===== config.mk =====
export PLATFORM = sky130hd
export DESIGN_NAME = gtmc_path_cell
export DESIGN_NICKNAME = d
export VERILOG_FILES = /design/src/design/gtmc_pkg.sv /design/src/design/gtmc_path_cell.sv
export SDC_FILE = /design/constraint.sdc
export NUM_CORES = 1
export LEC_CHECK = 0
export BUFFER_PORTS_ARGS = -buffer_cell sky130_fd_sc_hd__clkbuf_2
export CORE_MARGIN = 1.5
export CORE_UTILIZATION = 36
export DETAILED_ROUTE_END_ITERATION = 8
export PLACE_DENSITY = 0.78
export SETUP_SLACK_MARGIN = 0.3
export SYNTH_ARGS = -nofsm -noshare
export SYNTH_HDL_FRONTEND = slang
export SYNTH_SLANG_ARGS = --single-unit

===== constraint.sdc =====
create_clock -name clock -period 2.4 [get_ports clock]
set_input_delay 0.48 -clock clock [delete_from_list [all_inputs] [get_ports clock]]
set_output_delay 0.48 -clock clock [all_outputs]
set_load 0.05 [all_outputs]

===== src/design/gtmc_pkg.sv =====
// Package for the growing-tree maze carver: item structs, event and direction codes,
// and the control word that is broadcast along the path-cell chain. No dependencies.
package gtmc_pkg;

   localparam int GTMC_MAX_SIDE = 16;
   localparam int GTMC_SIDE_LIMIT = 64;
   localparam int CTL_IDX_W = 12;
   localparam int CTL_ENTRY_W = 12;
   localparam int RAW_W = 15;

   typedef enum logic [1:0] {
      EV_STARTED = 2'd0,
      EV_CARVED = 2'd1,
      EV_RETIRED = 2'd2,
      EV_DONE = 2'd3
   } event_type;

   typedef enum logic [1:0] {
      DIR_LEFT = 2'd0,
      DIR_RIGHT = 2'd1,
      DIR_TOP = 2'd2,
      DIR_BOTTOM = 2'd3
   } dir_type;

   localparam logic FUNC_START = 1'b0;

   typedef struct packed {
      logic func;
      logic coin;
      logic [RAW_W-1:0] random_index;
      logic [RAW_W-1:0] random_neighbor;
      logic [RAW_W-1:0] start_x_raw;
      logic [RAW_W-1:0] start_y_raw;
   } req_type;

   typedef struct packed {
      logic [1:0] event_res;
      logic [3:0] cell_x;
      logic [3:0] cell_y;
      logic [1:0] direction;
      logic [8:0] path_length;
   } rsp_type;

   typedef struct packed {
      logic wr;
      logic rm;
      logic [CTL_IDX_W-1:0] idx;
      logic [CTL_ENTRY_W-1:0] data;
   } cell_ctl_type;

endpackage


===== src/design/gtmc_path_cell.sv =====
// One cell of the path chain: holds one path entry, loads it by index, takes its
// right neighbor's entry on a removal at or below its place. Uses gtmc_pkg.
module gtmc_path_cell import gtmc_pkg::*; #(
   parameter int IDX = 0
) (
   input  logic clock,
   input  cell_ctl_type ctl,
   input  logic [CTL_ENTRY_W-1:0] nb_data,
   output logic [CTL_ENTRY_W-1:0] data,
   output logic [CTL_ENTRY_W-1:0] rd_data
);
   localparam logic [CTL_IDX_W-1:0] MY_IDX = CTL_IDX_W'(IDX);

   logic [CTL_ENTRY_W-1:0] entry_ff;
   logic [CTL_ENTRY_W-1:0] entry_in;
   logic hit;

   assign hit = (ctl.idx == MY_IDX);

   always_comb begin
      entry_in = entry_ff;
      if (ctl.wr && hit) begin
         entry_in = ctl.data;
      end else if (ctl.rm && (MY_IDX >= ctl.idx)) begin
         entry_in = nb_data;
      end
   end

   always_ff @(posedge clock) begin
      entry_ff <= entry_in;
   end

   assign data = entry_ff;
   // Drive the read bus only from the addressed cell.
   assign rd_data = hit ? entry_ff : '0;
endmodule


==> impl_results.md, run 1 <==
* Pin count of the biggest net entering global routing at 14
* Post-synthesis cell type count at 10
* Cells after synthesis at between 40 and 50
* Routed WL at 1616 um
* Crit-path max FO at 7
* H-tree levels at 1
* Final hold viol count at 0
* Number of flip-flops in the largest register at 12
* CTS tree: built
* Count of warnings emitted by yosys at 0
* Cell leakage power at 0.5731 nW
* Antenna violations before repair at 0
* Peak supply drop at about 0.28 mV
* Max Cap Violations at 0
* PD cells at 354.6 nW/um2
* # rows at 15
* Worst Path Buf+Inv at 2
* CP Cell Sequence: clkbuf_2 > nor4_4 > and3_4 > and2_2 > clkbuf_4
* Worst path required time at between 1500 and 2000 ps
* Clock sink count at 12
* Drt drc at 0
* Vias in the first global route at between 500 and 600
* Final setup viols at 0
* IO Count at 63
* IO Port Bufs at 62
* Placer's final routability congestion estimate at between 0.6 and 0.7
* Chip width at approximately 47 um
* Outcome: finished, final reports clean
* Worst path arrival time at between 1500 and 2000 ps
* HP Start: ctl[9]
* Vias post-DR at between 500 and 600
* Hold Crit Class: in2reg
* CTS clk-pin slew, worst paths at ~70 ps
* Cell accounting for the most synthesized area: edfxtp_1
* Die area at approximately 2200 um2
* Core Box Area at roughly 1800 um2
* Max stage delay cell, worst path: nor4_4
* Nets at 150
* Die Ht at roughly 47 um
* Initial DRT Pass Iterations at 4
* CP startpoint: ctl[12]
* Clock Path Buffers at 2
* WS Path Type: in2out
* Register bit total from synthesis at 12
* Final setup TNS at 0 ps
* All-Layer GR Usage at between 10% and 20%
* Total grt overflow at 0
* First-pass GRT wire length at around 2300 um
* Tmin final at approximately 2000 ps
* Synth top area share at roughly 52%
* Post-synthesis cell area at approximately 690 um2
* Max_slew headroom at between 60 and 70%
* Worst path max stage delay at around 350 ps
* Maximum clock rate at just under 500 MHz
* Starting Density at between 30 and 40%
* Synthesis-to-layout area growth at 63.82%
* Num CTS Buffers at 3
* CP top delay family: simple AND/OR/NAND/NOR gates
* Syn avg cell area at approximately 16 um2
* Period Utilization, post-route at between 80 and 90%
* CTS Root Cell: clkbuf_4
* Antenna-violating nets left at 0
* DR iter-0 viols at 5
* Worst setup SP type: input pin
* Setup crit end kind: output pin
* DR vias/cell at roughly 4.4
* Worst-Margin Slew at 512.6 ps
* Share of layout cells above drive strength 1 at 85.32%
* Avg WL per Cell at 12.06 um
* Area contributors post-synth: edfxtp_1 52%, mux2_4 22%, and2_1 11%
* Net Count, Synth at between 80 and 90
* Unrepaired setup endpoints after global routing: no
* Sequential element share of the synthesized area at a little over half
* Diode count at 0
* Slew Limit Fails at 0
* Total power at between 0.3 and 0.4 mW
[path summary, 6_finish.rpt]
kind                      to  depth (start not counted)
setup / recovery  rd_data[9]                          5
hold / removal       data[9]                          2
[cells by family (layout without fill, tap and decap cells)]
kind of cell           after synthesis  count (layout)  synth area share, %
buffers and inverters                2              66                2.181
muxes                               12              12                25.09
AOI/OAI and AO/OA                    1               1                1.091
DFF                                 12              12                52.36
and+or+nand+nor                     17              18                19.27
[per-stage QoR]
step / std cells / util [%] / setup WS (ps) / instance area [um2] / hold slack (ps)
3_5_place_dp: 129 / 58.16 / 220.6 / 1026 / 783.8
5_1_grt: 134 / 63.90 / 306.8 / 1127 / 510.3
3_3_place_gp: 129 / 58.16 / 252.1 / 1026 / 781.8
4_1_cts: 132 / 61.35 / 305.5 / 1082 / 517.5
6_report: 134 / 63.90 / 340.6 / 1127 / 517.2
2_1_floorplan: 44 / - / 377.6 / 699.4 / 697.5
[cells in the mapped netlist (all sizes together)]
cell    number
mux2        12
edfxtp      12
and2        12
nor4         3
o21a         1
and3         1
clkbuf       1
buf          1
nand4        1
[power breakdown]
part           total [mW]  internal [mW]  switching, mW
clock               0.114         0.0578         0.0560
combinational      0.0557         0.0371         0.0186
sequential          0.230          0.230      0.0000229
[per-layer routing]
layer	vias to the layer above	global-route usage, %	part of all wire, %
met5	-	0	0
met4	0	8.889	0.56
met3	2	3.922	5.6
met2	25	26.39	59
met1	264	15.97	34
li1	299	-	-
[cell type report]
cell class	count	area, um2
Clock buffer	3	22.52
Fill cell	153	636.9
Multi-Input combinational cell	31	365.4
Sequential cell	12	360.3
Tap cell	25	31.28
Timing Repair Buffer	63	347.8
[cell usage in the layout (no fill, tap or decap)]
cell	netlist	layout
nor4_4	0	3
nand4_2	1	1
and3_4	0	2
mux2_2	2	2
clkbuf_2	0	50
buf_4	0	1
clkbuf_4	0	15
mux2_4	10	10
and2_2	0	9
and2_1	12	3
o21a_1	1	1
edfxtp_1	12	12
[repair_timing]
action | 4_1_cts | 5_1_grt
gates cloned | 0 | 1
buffers inserted | 0 | 1
pin swaps | 0 | 2
hold buffers | 0 | 0
setup endpoints to repair | 12 | 12
resized for setup | 13 | 4
Power figures use the tool's default switching activity.
==> run 2: changes to the inputs <==
- BUFFER_PORTS_ARGS: -buffer_cell sky130_fd_sc_hd__clkbuf_2 -> -buffer_cell sky130_fd_sc_hd__buf_4
==> run 2 against run 1 <==
Against the previous run:
- design area increased by 11%
- maximum frequency increased by 0.59%
- via count increased by 1.7%
- largest cell class is now buffers
==> impl_results.md, run 2 (same netlist as run 1, synthesis figures left out) <==
* Reg power frac at 54.9%
* Most common cell after layout, fill and taps aside: buf_4
* P_int at ~0.34 mW
* Clock network fraction of total power at approximately 28%
* Num CTS Buffers at 3
* Final setup TNS at 0 ps
* Antenna-violating nets left at 0
* Slew Limit Fails at 0
* Area occupied by multi-input gates at 361.6 um2
* DR iter-0 viols at 11
* Vias post-DR at 600
* CTS clk-pin slew, worst paths at 70 ps
* Cell leakage power at around 0.62 nW
* Clock Path Buffers at 2
* Leading cell types in the layout, fill and taps excluded: 64 x buf_4, 12 x edfxtp_1, 10 x mux2_4, 9 x and2_2
* Clock sink count at 12
* PD cells at ~330 nW/um2
* DR vias/cell at around 4.4
* Worst-Margin Slew at roughly 290 ps
* Unrepaired setup endpoints after global routing: no
* Sw Pwr at 0.07778 mW
* Final setup viols at 0
* Worst setup SP type: input pin
* Avg WL per Cell at ~13 um
* Min Hold Slack at a little over 500 ps
* Share of layout cells above drive strength 1 at ~85%
* Comb pwr share at between 15 and 20%
* FF/Latch Area at between 300 and 400 um2
* WS Path Type: in2out
* Switching share of total power at approximately 19%
* Nets at ~150
* HP Start: nb_data[3]
* Max_slew headroom at between 80 and 90%
* Die area at between 2000 and 2500 um2
* IO Port Bufs at just over 60
* Starting Density at about two fifths
* Period Utilization, post-route at between 80% and 90%
* Setup crit end kind: output pin
* Antenna violations before repair at 0
* Maximum clock rate at 488.5 MHz
* Total grt overflow at 0
* Core Box Area at around 1800 um2
* Drt drc at 0
* Final hold viol count at 0
* Number of hold buffers added after CTS at 0
* Routed WL at roughly 1800 um
* Tmin final at just over 2000 ps
* Hold Crit Class: in2reg
* Chip width at about 47 um
* Crit-path max FO at 6
* Pin count of the biggest net entering global routing at 14
* Max Cap Violations at 0
* Synthesis-to-layout area growth at 82.54%
* Peak supply drop at 0.2585 mV
* Worst path required time at about 1900 ps
* CTS tree: built
* CP startpoint: ctl[12]
* IO Count at 63
* H-tree levels at 1
* Vias in the first global route at approximately 560
* Diode count at 0
* First-pass GRT wire length at around 2600 um
* CTS Root Cell: clkbuf_4
* Placer's final routability congestion estimate at about 0.65
* Outcome: finished, final reports clean
* Number of flip-flops in the largest register at 12
* # rows at 15
* Layout fillers at 148
* Worst path arrival time at 1570 ps
* All-Layer GR Usage at around 18%
* Die Ht at roughly 47 um
* Initial DRT Pass Iterations at 4
run 2: cell count changes in the layout (fill, tap and decap cells not counted), sizes merged:
cell	previous run	this run
clkbuf	65	3
buf	1	64
run 2: path summary, 6_finish.rpt:
check | cells past startpoint | to | slack [ps]
worst min-delay path | 2 | data[3] | 510
worst max-delay path | 5 | rd_data[2] | 350
run 2: what timing repair did:
item                                    in CTS  in global routing
cloned                                       0                  1
resized for setup                            1                  3
buffers inserted                             0                  0
endpoints found under the setup margin      12                 12
pin swaps                                    0                  1
run 2: layout make-up:
type	count	share of cell area (%)
sequential	12	28.69
tap	25	2.490
multi-input combinational	31	28.78
timing repair buffer	64	38.25
clock buffer	3	1.793
run 2: per-stage QoR:
stage / cells / worst slack (ps) / instance area (um2) / power (mW) / utilization [%]
2_1_floorplan: 44 / 377.6 / 699.4 / 0.2513 / -
3_3_place_gp: 131 / 286.6 / 1196 / 0.3004 / 67.80
3_5_place_dp: 131 / 265.0 / 1196 / 0.3024 / 67.80
4_1_cts: 134 / 304.4 / 1222 / 0.4197 / 69.29
5_1_grt: 135 / 293.8 / 1256 / 0.4381 / 71.21
6_report: 135 / 352.7 / 1256 / 0.4197 / 71.21
run 2: power by group through the flow:
stage	sequential (mW)	clock, mW	combinational, mW
floorplan	0.235	0	0.0161
global placement	0.235	0	0.0655
detailed placement	0.235	0	0.0675
CTS	0.230	0.122	0.0676
global route	0.230	0.130	0.0778
finish	0.230	0.117	0.0727
run 2: metal layers:
layer  GRT usage (%)  vias up  part of all wire, %
li1                -      299                    -
met1           20.34      278                   38
met2           31.39       21                   57
met3           5.098        2                  4.0
met4           8.333        0                 0.61
met5               0        -                    0
run 2: critical path, cell delays in order:
cell	delay (ps)
buf_4	120
nor4_4	340
and3_2	300
and2_2	150
buf_4	180
