File: src/design/gtmc_pkg.sv
// Package for the growing-tree maze carver: item structs, event and direction codes,
// and the control word that is broadcast along the path-cell chain. No dependencies.
package gtmc_pkg;

   localparam int GTMC_MAX_SIDE = 16;
   localparam int GTMC_SIDE_LIMIT = 64;
   localparam int CTL_IDX_W = 12;
   localparam int CTL_ENTRY_W = 12;
   localparam int RAW_W = 15;

   typedef enum logic [1:0] {
      EV_STARTED = 2'd0,
      EV_CARVED = 2'd1,
      EV_RETIRED = 2'd2,
      EV_DONE = 2'd3
   } event_type;

   typedef enum logic [1:0] {
      DIR_LEFT = 2'd0,
      DIR_RIGHT = 2'd1,
      DIR_TOP = 2'd2,
      DIR_BOTTOM = 2'd3
   } dir_type;

   localparam logic FUNC_START = 1'b0;

   typedef struct packed {
      logic func;
      logic coin;
      logic [RAW_W-1:0] random_index;
      logic [RAW_W-1:0] random_neighbor;
      logic [RAW_W-1:0] start_x_raw;
      logic [RAW_W-1:0] start_y_raw;
   } req_type;

   typedef struct packed {
      logic [1:0] event_res;
      logic [3:0] cell_x;
      logic [3:0] cell_y;
      logic [1:0] direction;
      logic [8:0] path_length;
   } rsp_type;

   typedef struct packed {
      logic wr;
      logic rm;
      logic [CTL_IDX_W-1:0] idx;
      logic [CTL_ENTRY_W-1:0] data;
   } cell_ctl_type;

endpackage

File: src/design/gtmc_divider.sv
// Restoring remainder unit: one quotient bit per cycle over a 15-bit dividend.
// Uses gtmc_pkg for the dividend width.
module gtmc_divider import gtmc_pkg::*; #(
   parameter int DW = 9
) (
   input  logic clock,
   input  logic reset,
   input  logic go,
   input  logic [RAW_W-1:0] dividend,
   input  logic [DW-1:0] divisor,
   output logic done,
   output logic [DW-1:0] rem
);
   localparam int CNT_W = $clog2(RAW_W + 1);

   logic [DW-1:0] rem_ff, rem_in;
   logic [RAW_W-1:0] num_ff;
   logic [DW-1:0] den_ff;
   logic [CNT_W-1:0] cnt_ff;
   logic run_ff, done_ff;
   logic [DW:0] trial;

   always_comb begin
      trial = {rem_ff, num_ff[RAW_W-1]};
      if (trial >= {1'b0, den_ff}) begin
         trial = trial - {1'b0, den_ff};
      end
      rem_in = trial[DW-1:0];
   end

   always_ff @(posedge clock) begin
      if (reset) begin
         run_ff <= 1'b0;
         done_ff <= 1'b0;
         cnt_ff <= '0;
      end else begin
         done_ff <= 1'b0;
         if (go) begin
            run_ff <= 1'b1;
            cnt_ff <= '0;
         end else if (run_ff) begin
            cnt_ff <= cnt_ff + 1'b1;
            if (cnt_ff == CNT_W'(RAW_W - 1)) begin
               run_ff <= 1'b0;
               done_ff <= 1'b1;
            end
         end
      end
   end

   always_ff @(posedge clock) begin
      if (go) begin
         rem_ff <= '0;
         num_ff <= dividend;
         den_ff <= divisor;
      end else if (run_ff) begin
         rem_ff <= rem_in;
         num_ff <= {num_ff[RAW_W-2:0], 1'b0};
      end
   end

   assign done = done_ff;
   assign rem = rem_ff;
endmodule
File: config.mk
export PLATFORM = sky130hd
export DESIGN_NAME = gtmc_divider
export DESIGN_NICKNAME = d
export VERILOG_FILES = /design/src/design/gtmc_pkg.sv /design/src/design/gtmc_divider.sv
export SDC_FILE = /design/constraint.sdc
export NUM_CORES = 1
export LEC_CHECK = 0
export ABC_AREA = 0
export CAP_MARGIN = 40
export CORE_ASPECT_RATIO = 0.8
export CORE_MARGIN = 2
export CORE_UTILIZATION = 30
export CTS_BUF_LIST = sky130_fd_sc_hd__clkbuf_16
export CTS_CLUSTER_DIAMETER = 100
export CTS_CLUSTER_SIZE = 28
export DETAILED_ROUTE_END_ITERATION = 10
export DONT_BUFFER_PORTS = 1
export SLEW_MARGIN = 20
export SYNTH_ARGS = -nofsm -noshare
export SYNTH_HDL_FRONTEND = slang
export SYNTH_SLANG_ARGS = --single-unit
export TNS_END_PERCENT = 1
File: constraint.sdc
create_clock -name clock -period 5.02 [get_ports clock]
set_input_delay 0.753 -clock clock [delete_from_list [all_inputs] [get_ports clock]]
set_output_delay 0.753 -clock clock [all_outputs]
set_load 0.05 [all_outputs]
==> qor.txt, run 1 <==
via count of the routed design: 1345
total setup violations reported at the end of the flow: 0
CTS clk-pin slew, worst paths: 0.06 ns
Synth area leaders: edfxtp_1 (35%), dfxtp_1 (15%), mux2_2 (7.7%), ha_1 (6.7%), nor2_1 (3.5%)
type of origin of the critical path: flip-flop
routed via count divided by cell count: 5.075
TritonCTS buffer count: 5
total power consumption of the routed design: 0.9313 mW
number of synthesized flops with an enable pin: 24
Worst Path Class, Setup: reg -> reg
largest fanout of any net on the critical path: 8
minimum clock period after layout: 2.796 ns
Worst Hold Class: reg -> reg
vias in the first global route: 1329
data required time of the critical path: 5.22 ns
Least-Margin Pin Slew: 0.6836 ns
number of library cell types mapped by synthesis: 45
post-CTS repair timing setup buffer count: 0
arrival time worst endpoint: 2.99 ns
max-cap violation count: 0
number of instances resized during post-cts repair: 0
setup tns final: 0 ns
drt total wl: 4.137 mm
latest clock arrival within the worst-skew pair: 0.28 ns
run status: finished clean
clock tree from TritonCTS: built
headroom to the max-slew limit: 0.5437
VDD IR-drop max: 0.1431 mV
area leader, netlist: edfxtp_1
area occupied by multi-input gates: 937.1 um^2
H-tree depth: 2
DR pass1 iterations: 4
Clock Path Buffers: 2
element type at the critical path end: flip-flop
Core Area: 6474 um^2
Max Slew Vio Count: 0
sequential cell area fraction in the yosys report: 0.5006
maximum number of pins on one net before global-route repair: 37
nets in the synthesized netlist: 219
number of nets still failing antenna checks after routing: 0
root buffer cell: clkbuf_16
die extent in x: 96.19 um
die span in y: 77.75 um
ys async rst share: 0
Reg area: 1021 um^2
Clock Skews: 0.005647 ns
total DRC errors in the routed layout: 0
post-synthesis cell count: 180
remaining global-route overflow: 0
total power divided by cell area: 405.8 nW/um^2
number of sinks driven by the clock tree: 39
violation count after the first detailed-routing iteration: 116
final-stage net count: 219
Seq cells post-synth: 39
Diodes inserted: 0
Initial Utilization: 0.3150
prevailing post-synth register cell: edfxtp_1
final HPWL from detailed placement: 2.889 mm
wire length per cell after detailed routing: 15.61 um
leakage power total: 0.8773 nW
number of warning messages in the yosys log: 0
post-synth design cell area: 2039 um^2
wire length of the first global-routing pass: 6.851 mm
number of hold violations in the final report: 0
pre-CTS setup slack: 2.303 ns
share of post-route cells with drive strength above 1: 0.1602
routability congestion estimate: 0.7743
setup repair after global routing missed its margin: false
std cell rows: 26
Tcrit/Tclk final: 0.5569
growth of design area from synthesis to finish: 12.52%
number of buffers added on ports: 0
filler cell count in the final layout: 654
antenna violations before repair: 0
mean cell area of the mapped netlist: 11.33 um^2
PnR worst setup slack: 2.224 ns
top-level I/O count: 37
Die Area: 7478 um^2
Yosys top cell area share: 0.3534
Max Fclk: 0.3577 GHz
total global-route track usage: 0.1227
hold-fix buffer count after cts: 0
-- layout by cell type, fill, tap and decap left out, types with 2 or more instances in the layout --
cell       count
edfxtp_1      24
nor2_1        19
dfxtp_1       15
mux2_2        14
inv_1         13
ha_1          11
a211oi_1       9
a21oi_1        7
nand2_1        7
xor2_1         5
mux2i_1        5
clkbuf_16      5
nand3_1        4
o211ai_1       3
nand2b_1       3
a311oi_1       3
and2_1         2
o21ai_0        2
xnor2_1        2
-- metrics by stage --
stage | cells | hold slack (ns) | area [um^2] | utilization
global route | 265 | 0.5298 | 2295 | 0.3545
global placement | 256 | 0.4988 | 2112 | 0.3262
detailed placement | 256 | 0.5010 | 2112 | 0.3262
finish | 265 | 0.5084 | 2295 | 0.3545
floorplan | 180 | 0.4757 | 2039 | -
CTS | 264 | 0.5109 | 2283 | 0.3527
-- final cells by class --
cell class	instances	area share
inverters	13	0.02127
multi-input cells	120	0.4084
flip-flops and latches	39	0.4449
clock buffers	5	0.05453
repair buffers	1	0.004907
clock inverters	3	0.02017
well taps	84	0.04580
-- per-layer routing --
metal	GRT usage	share of wire	vias up
met2	0.1604	0.41	35
met1	0.1784	0.51	651
met3	0.05437	0.067	2
met5	0	0	-
met4	0.03857	0.0063	0
li1	-	-	657
-- logic make-up after synthesis --
logic type	after synthesis	synth area share
xor+xnor	7	0.03006
fa+ha+maj	12	0.07730
buf+inv	21	0.03988
simple gates	48	0.1239
mux	19	0.1018
compound gates	34	0.1264
flops	39	0.5006
-- Yosys cell counts (all sizes together), types with 3 or more instances --
cell    count
edfxtp     24
nor2       19
dfxtp      15
mux2       14
inv        13
ha         11
a211oi      9
a21oi       7
nand2       7
mux2i       5
xor2        5
a311oi      4
buf         4
clkbuf      4
nand3       4
o211ai      4
nand2b      3
-- path summary, 6_finish.rpt --
path / start / slack [ns] / end / cells past startpoint
worst max register to register: rem[6] / 2.22 / rem[1] / 6
worst max-delay path: rem[6] / 2.22 / rem[1] / 6
worst min-delay path: cnt_ff[2] / 0.51 / done / 2
worst min register to register: cnt_ff[2] / 0.51 / done / 2
-- worst max-delay path, cell delays in order, from the launching register on --
cell and delay (ns):
dfxtp_1 0.72, ha_1 0.42, a21o_1 0.22, a211oi_1 0.52
o211ai_2 0.37, mux2i_1 0.21, a211oi_1 0.26
-- power breakdown --
part	leakage, nW	internal (mW)	switching, mW
sequential	0.363	0.371	0.0427
combinational	0.434	0.0667	0.0817
clock	0.0804	0.236	0.133
total	0.877	0.674	0.257
-- flip-flops by register name, summed over array words and instances, names as in the netlist --
register  count
num_ff       15
den_ff        9
rem           9
cnt_ff        4
done          1
run_ff        1
No activity file was read; power rests on OpenSTA's default activity.
==> inputs of run 2 (changes only) <==
clock period = 2.65 ns   (was 5.02 ns; I/O delays follow)
==> qor.txt, run 2 (synthesized netlist as in run 1, its figures left out) <==
run status: finished clean
total global-route track usage: 0.1197 (-0.002964)
latest clock arrival within the worst-skew pair: 0.28 ns (about the same)
maximum number of pins on one net before global-route repair: 37 (unchanged)
setup repair after global routing missed its margin: false
H-tree depth: 2 (unchanged)
top register by number of flip-flops: num_ff
number of nets still failing antenna checks after routing: 0 (unchanged)
family with the most delay on the worst path: simple AND/OR/NAND/NOR gates
Critical Path, Cell by Cell: inv_1 -> ha_1 -> nand4b_2 -> or3_4 -> o211a_2 -> or3_1 -> a311oi_2
total power divided by cell area: 745.2 nW/um^2 (+84%)
wire length of the first global-routing pass: 6.699 mm (-2.2%)
die span in y: 77.75 um (unchanged)
DR pass1 iterations: 4 (unchanged)
share of post-route cells with drive strength above 1: 0.2000 (+0.03978)
remaining global-route overflow: 0 (unchanged)
Least-Margin Pin Slew: 0.5265 ns (-0.1571 ns)
std cell rows: 26 (unchanged)
count of buffering cells on the critical path with inverters included: 1 (+1)
drt total wl: 4.059 mm (-1.9%)
delay contributed by the slowest stage of the critical path: 0.45 ns (-0.27 ns)
clock tree from TritonCTS: built
largest fanout of any net on the critical path: 8 (unchanged)
total DRC errors in the routed layout: 0 (unchanged)
Clock Path Buffers: 2 (unchanged)
leakage power total: 0.9277 nW (+5.7%)
total power consumption of the routed design: 1.761 mW (+89%)
Max Fclk: 0.4259 GHz (+19%)
commonest non-fill, non-tap cell in the layout: edfxtp_1
vias in the first global route: 1309 (-1.5%)
via count of the routed design: 1320 (-1.9%)
headroom to the max-slew limit: 0.6469 (+0.1032)
wire length per cell after detailed routing: 14.81 um (-5.1%)
Max Slew Vio Count: 0 (unchanged)
max reg flops: 15 (unchanged)
filler cell count in the final layout: 641 (-2.0%)
type of origin of the critical path: flip-flop
Die Area: 7478 um^2 (unchanged)
Critical-path top delay cell: or3_4
pre-CTS setup slack: 0.1307 ns (-2.172 ns)
final HPWL from detailed placement: 2.970 mm (+2.8%)
hold-fix buffer count after cts: 0 (unchanged)
top-level I/O count: 37 (unchanged)
Worst Path Class, Setup: reg -> reg
Diodes inserted: 0 (unchanged)
commonest non-fill, non-tap cells in the layout: edfxtp_1 (24), nor2_1 (19), dfxtp_1 (15)
antenna violations before repair: 0 (unchanged)
data required time of the critical path: 2.84 ns (-2.38 ns)
max-cap violation count: 0 (unchanged)
arrival time worst endpoint: 2.54 ns (-0.45 ns)
Core Area: 6474 um^2 (unchanged)
element type at the critical path end: flip-flop
root buffer cell: clkbuf_16
growth of design area from synthesis to finish: 15.89%
number of buffers added on ports: 0 (unchanged)
number of sinks driven by the clock tree: 39 (unchanged)
final-stage net count: 228 (+4.1%)
number of hold violations in the final report: 0 (unchanged)
die extent in x: 96.19 um (unchanged)
routed via count divided by cell count: 4.818 (-5.1%)
Initial Utilization: 0.3150 (unchanged)
minimum clock period after layout: 2.348 ns (-0.4477 ns)
VDD IR-drop max: 0.3722 mV (+160%)
TritonCTS buffer count: 5 (unchanged)
Tcrit/Tclk final: 0.8860 (+0.3291)
routability congestion estimate: 0.8243 (+6.5%)
violation count after the first detailed-routing iteration: 62 (-47%)
Worst Hold Class: in -> reg
CTS clk-pin slew, worst paths: 0.06 ns (about the same)
Clock Skews: 0.004603 ns (-0.001044 ns)
PnR worst setup slack: 0.3021 ns (-1.922 ns)
total setup violations reported at the end of the flow: 0 (unchanged)
setup tns final: 0 ns (unchanged)
-- run 2: layer usage --
metal	vias up	wire length (um)	track usage
met2	29	1573	0.1458
met3	2	354	0.05437
met4	0	26	0.03857
met1	608	2104	0.1824
met5	-	0	0
li1	681	-	-
-- run 2: area by class of cell --
class,count,area [um^2],share of cell area
Clock buffer,5,125.1,0.05294
Tap cell,84,105.1,0.04447
Sequential cell,39,1021,0.4320
Timing Repair Buffer,10,75.07,0.03176
Inverter,13,48.80,0.02065
Clock inverter,3,38.79,0.01641
Multi-Input combinational cell,120,949.7,0.4018
-- run 2: path summary, 6_finish.rpt --
kind	start	depth (start not counted)	end	slack [ns]
hold / removal	go	1	rem[3]	0.19
setup / recovery	den_ff[7]	7	rem[8]	0.30
hold reg to reg	cnt_ff[2]	2	done	0.52
setup reg to reg	den_ff[7]	7	rem[8]	0.30
-- run 2: repair_timing --
| action | 4_1_cts | 5_1_grt |
|---|---|---|
| setup endpoints to repair | 0 | 8 |
| endpoints found under the hold margin | 0 | 0 |
| gates resized for setup | 0 | 2 |
| buffers inserted | 0 | 0 |
-- run 2: power by group --
part | switching [mW] | leakage, nW | internal [mW]
clock | 0.232 | 0.0812 | 0.439
sequential | 0.0221 | 0.363 | 0.703
combinational | 0.220 | 0.484 | 0.146
-- run 2: worst register-to-register path: stages (launching register included) --
cell      delay, ns
edfxtp_1       0.32
inv_1          0.06
ha_1           0.39
nand4b_2       0.20
or3_4          0.45
o211a_2        0.19
or3_1          0.39
a311oi_2       0.24
-- run 2: metrics by stage --
step	hold WS, ns	util	cells	instance area [um^2]
2_1_floorplan	0.4699	-	180	2039
3_3_place_gp	0.4716	0.3378	266	2187
3_5_place_dp	0.4757	0.3378	266	2187
4_1_cts	0.1797	0.3632	274	2351
5_1_grt	0.1747	0.3651	274	2364
6_report	0.1869	0.3651	274	2364
==> inputs of run 3 (changes only) <==
CORE_ASPECT_RATIO = 0.75   (was 0.8)
==> qor.txt, run 3 (synthesized netlist as in run 1, its figures left out) <==
Max Slew Vio Count: 0 (unchanged)
routed via count divided by cell count: 4.963 (+3.0%)
count of buffering cells on the critical path with inverters included: 1 (unchanged)
power dissipated by switching net loads: 0.4655 mW (-1.6%)
Internal: 1.193 mW (-7.4%)
post-CTS repair timing setup buffer count: 0 (unchanged)
std cell rows: 25 (-3.8%)
total power divided by cell area: 708.4 nW/um^2 (-4.9%)
Worst Hold Class: in -> reg
max reg flops: 15 (unchanged)
net switching share of the total power: 0.2807 (+0.01197)
clock network fraction of design power: 0.341 (-0.040)
worst hold stages: 1 (unchanged)
type of origin of the critical path: flip-flop
instance count on the critical path: 7 (unchanged)
commonest non-fill, non-tap cells in the layout: edfxtp_1 (24), nor2_1 (19), inv_1 (15), dfxtp_1 (15), mux2_2 (14)
delay contributed by the slowest stage of the critical path: 0.58 ns (+0.13 ns)
die extent in x: 99.21 um (+3.1%)
top register by number of flip-flops: num_ff
max-cap violation count: 0 (unchanged)
final standard cell utilization of the core: 0.3633 (-0.001794)
via count of the routed design: 1350 (+2.3%)
number of hold violations in the final report: 0 (unchanged)
pre-CTS setup slack: 0.2074 ns (+0.07665 ns)
number of cells on the worst reg-to-reg path: 7 (unchanged)
Least-Margin Pin Slew: 0.6470 ns (+0.1205 ns)
Critical Path, Cell by Cell: inv_1 -> ha_1 -> a21o_1 -> a211oi_1 -> o211a_2 -> nand2_1 -> a311oi_1
Core Area: 6444 um^2 (-0.46%)
number of instances resized during post-cts repair: 0 (unchanged)
data required time of the critical path: 2.83 ns (about the same)
Clock Skews: 0.003216 ns (-0.001387 ns)
total global-route track usage: 0.1193 (-0.0004794)
drt total wl: 4.100 mm (+1.0%)
Clock Path Buffers: 2 (unchanged)
clock tree from TritonCTS: built
setup repair after global routing missed its margin: false
combinational cell fraction of total power: 0.223 (+0.016)
run status: finished clean
minimum clock period after layout: 2.405 ns (+0.05758 ns)
commonest non-fill, non-tap cell in the layout: edfxtp_1
largest fanout of any net on the critical path: 8 (unchanged)
headroom to the max-slew limit: 0.5661 (-0.08080)
TritonCTS buffer count: 5 (unchanged)
violation count after the first detailed-routing iteration: 89 (+44%)
sequential share of power: 0.436 (+0.024)
VDD IR-drop max: 0.4438 mV (+19%)
final-stage net count: 229 (+0.44%)
top-level I/O count: 37 (unchanged)
latest clock arrival within the worst-skew pair: 0.28 ns (about the same)
wire length of the first global-routing pass: 6.734 mm (+0.52%)
number of nets still failing antenna checks after routing: 0 (unchanged)
CTS clk-pin slew, worst paths: 0.06 ns (about the same)
element type at the critical path end: flip-flop
leakage power total: 0.9183 nW (-1.0%)
wire length per cell after detailed routing: 15.07 um (+1.8%)
maximum number of pins on one net before global-route repair: 37 (unchanged)
PnR worst setup slack: 0.2445 ns (-0.05758 ns)
growth of design area from synthesis to finish: 14.79%
share of post-route cells with drive strength above 1: 0.1990 (-0.001047)
total setup violations reported at the end of the flow: 0 (unchanged)
routability congestion estimate: 0.8496 (+3.1%)
setup tns final: 0 ns (unchanged)
Critical-path top delay cell: a211oi_1
root buffer cell: clkbuf_16
number of sinks driven by the clock tree: 39 (unchanged)
Max Fclk: 0.4157 GHz (-2.4%)
Tcrit/Tclk final: 0.9077 (+0.02173)
DR pass1 iterations: 4 (unchanged)
Die Area: 7481 um^2 (about the same)
final HPWL from detailed placement: 3.007 mm (+1.2%)
family with the most delay on the worst path: compound AO/OA/AOI/OAI gates
hold-fix buffer count after cts: 0 (unchanged)
arrival time worst endpoint: 2.59 ns (+0.05 ns)
Initial Utilization: 0.3165 (+0.001468)
vias in the first global route: 1315 (+0.46%)
die span in y: 75.41 um (-3.0%)
total DRC errors in the routed layout: 0 (unchanged)
antenna violations before repair: 0 (unchanged)
number of buffers added on ports: 0 (unchanged)
H-tree depth: 2 (unchanged)
Diodes inserted: 0 (unchanged)
Worst Path Class, Setup: reg -> reg
remaining global-route overflow: 0 (unchanged)
-- run 3: final timing paths --
kind	from	to	slack [ns]
worst max-delay path	den_ff[7]	rem[7]	0.24
worst max register to register	den_ff[7]	rem[7]	0.24
worst min register to register	cnt_ff[3]	done	0.51
worst min-delay path	go	rem[3]	0.18
-- run 3: area by class of cell --
type                       instances  area [um^2]
clock buffer                       5        125.1
clock inverter                     3        15.01
fill                             636         4103
inverter                          13        48.80
multi-input combinational        120        947.2
sequential                        39         1021
tap                               81        101.3
timing repair buffer              11        82.58
-- run 3: power by group through the flow --
stage | logic [mW] | clock network [mW] | registers, mW
final | 0.370 | 0.565 | 0.724
after global routing | 0.411 | 0.604 | 0.729
after CTS | 0.366 | 0.580 | 0.725
after detailed placement | 0.365 | 0 | 0.737
after global placement | 0.359 | 0 | 0.736
after floorplan | 0.237 | 0 | 0.782
-- run 3: per-stage QoR --
step           area [um^2]  total power, mW  hold slack [ns]  std cells
2_1_floorplan         2039            1.019           0.4699        180
3_3_place_gp          2191            1.096           0.4712        264
3_5_place_dp          2191            1.103           0.4729        264
4_1_cts               2331            1.671           0.1783        272
5_1_grt               2341            1.745           0.1738        272
6_report              2341            1.658           0.1848        272
-- run 3: routing by layer --
metal,vias to the layer above,wire [um],track usage
li1,678,-,-
met1,638,2152,0.1661
met2,30,1638,0.1689
met3,4,238,0.03945
met4,0,70,0.05479
met5,-,0,0
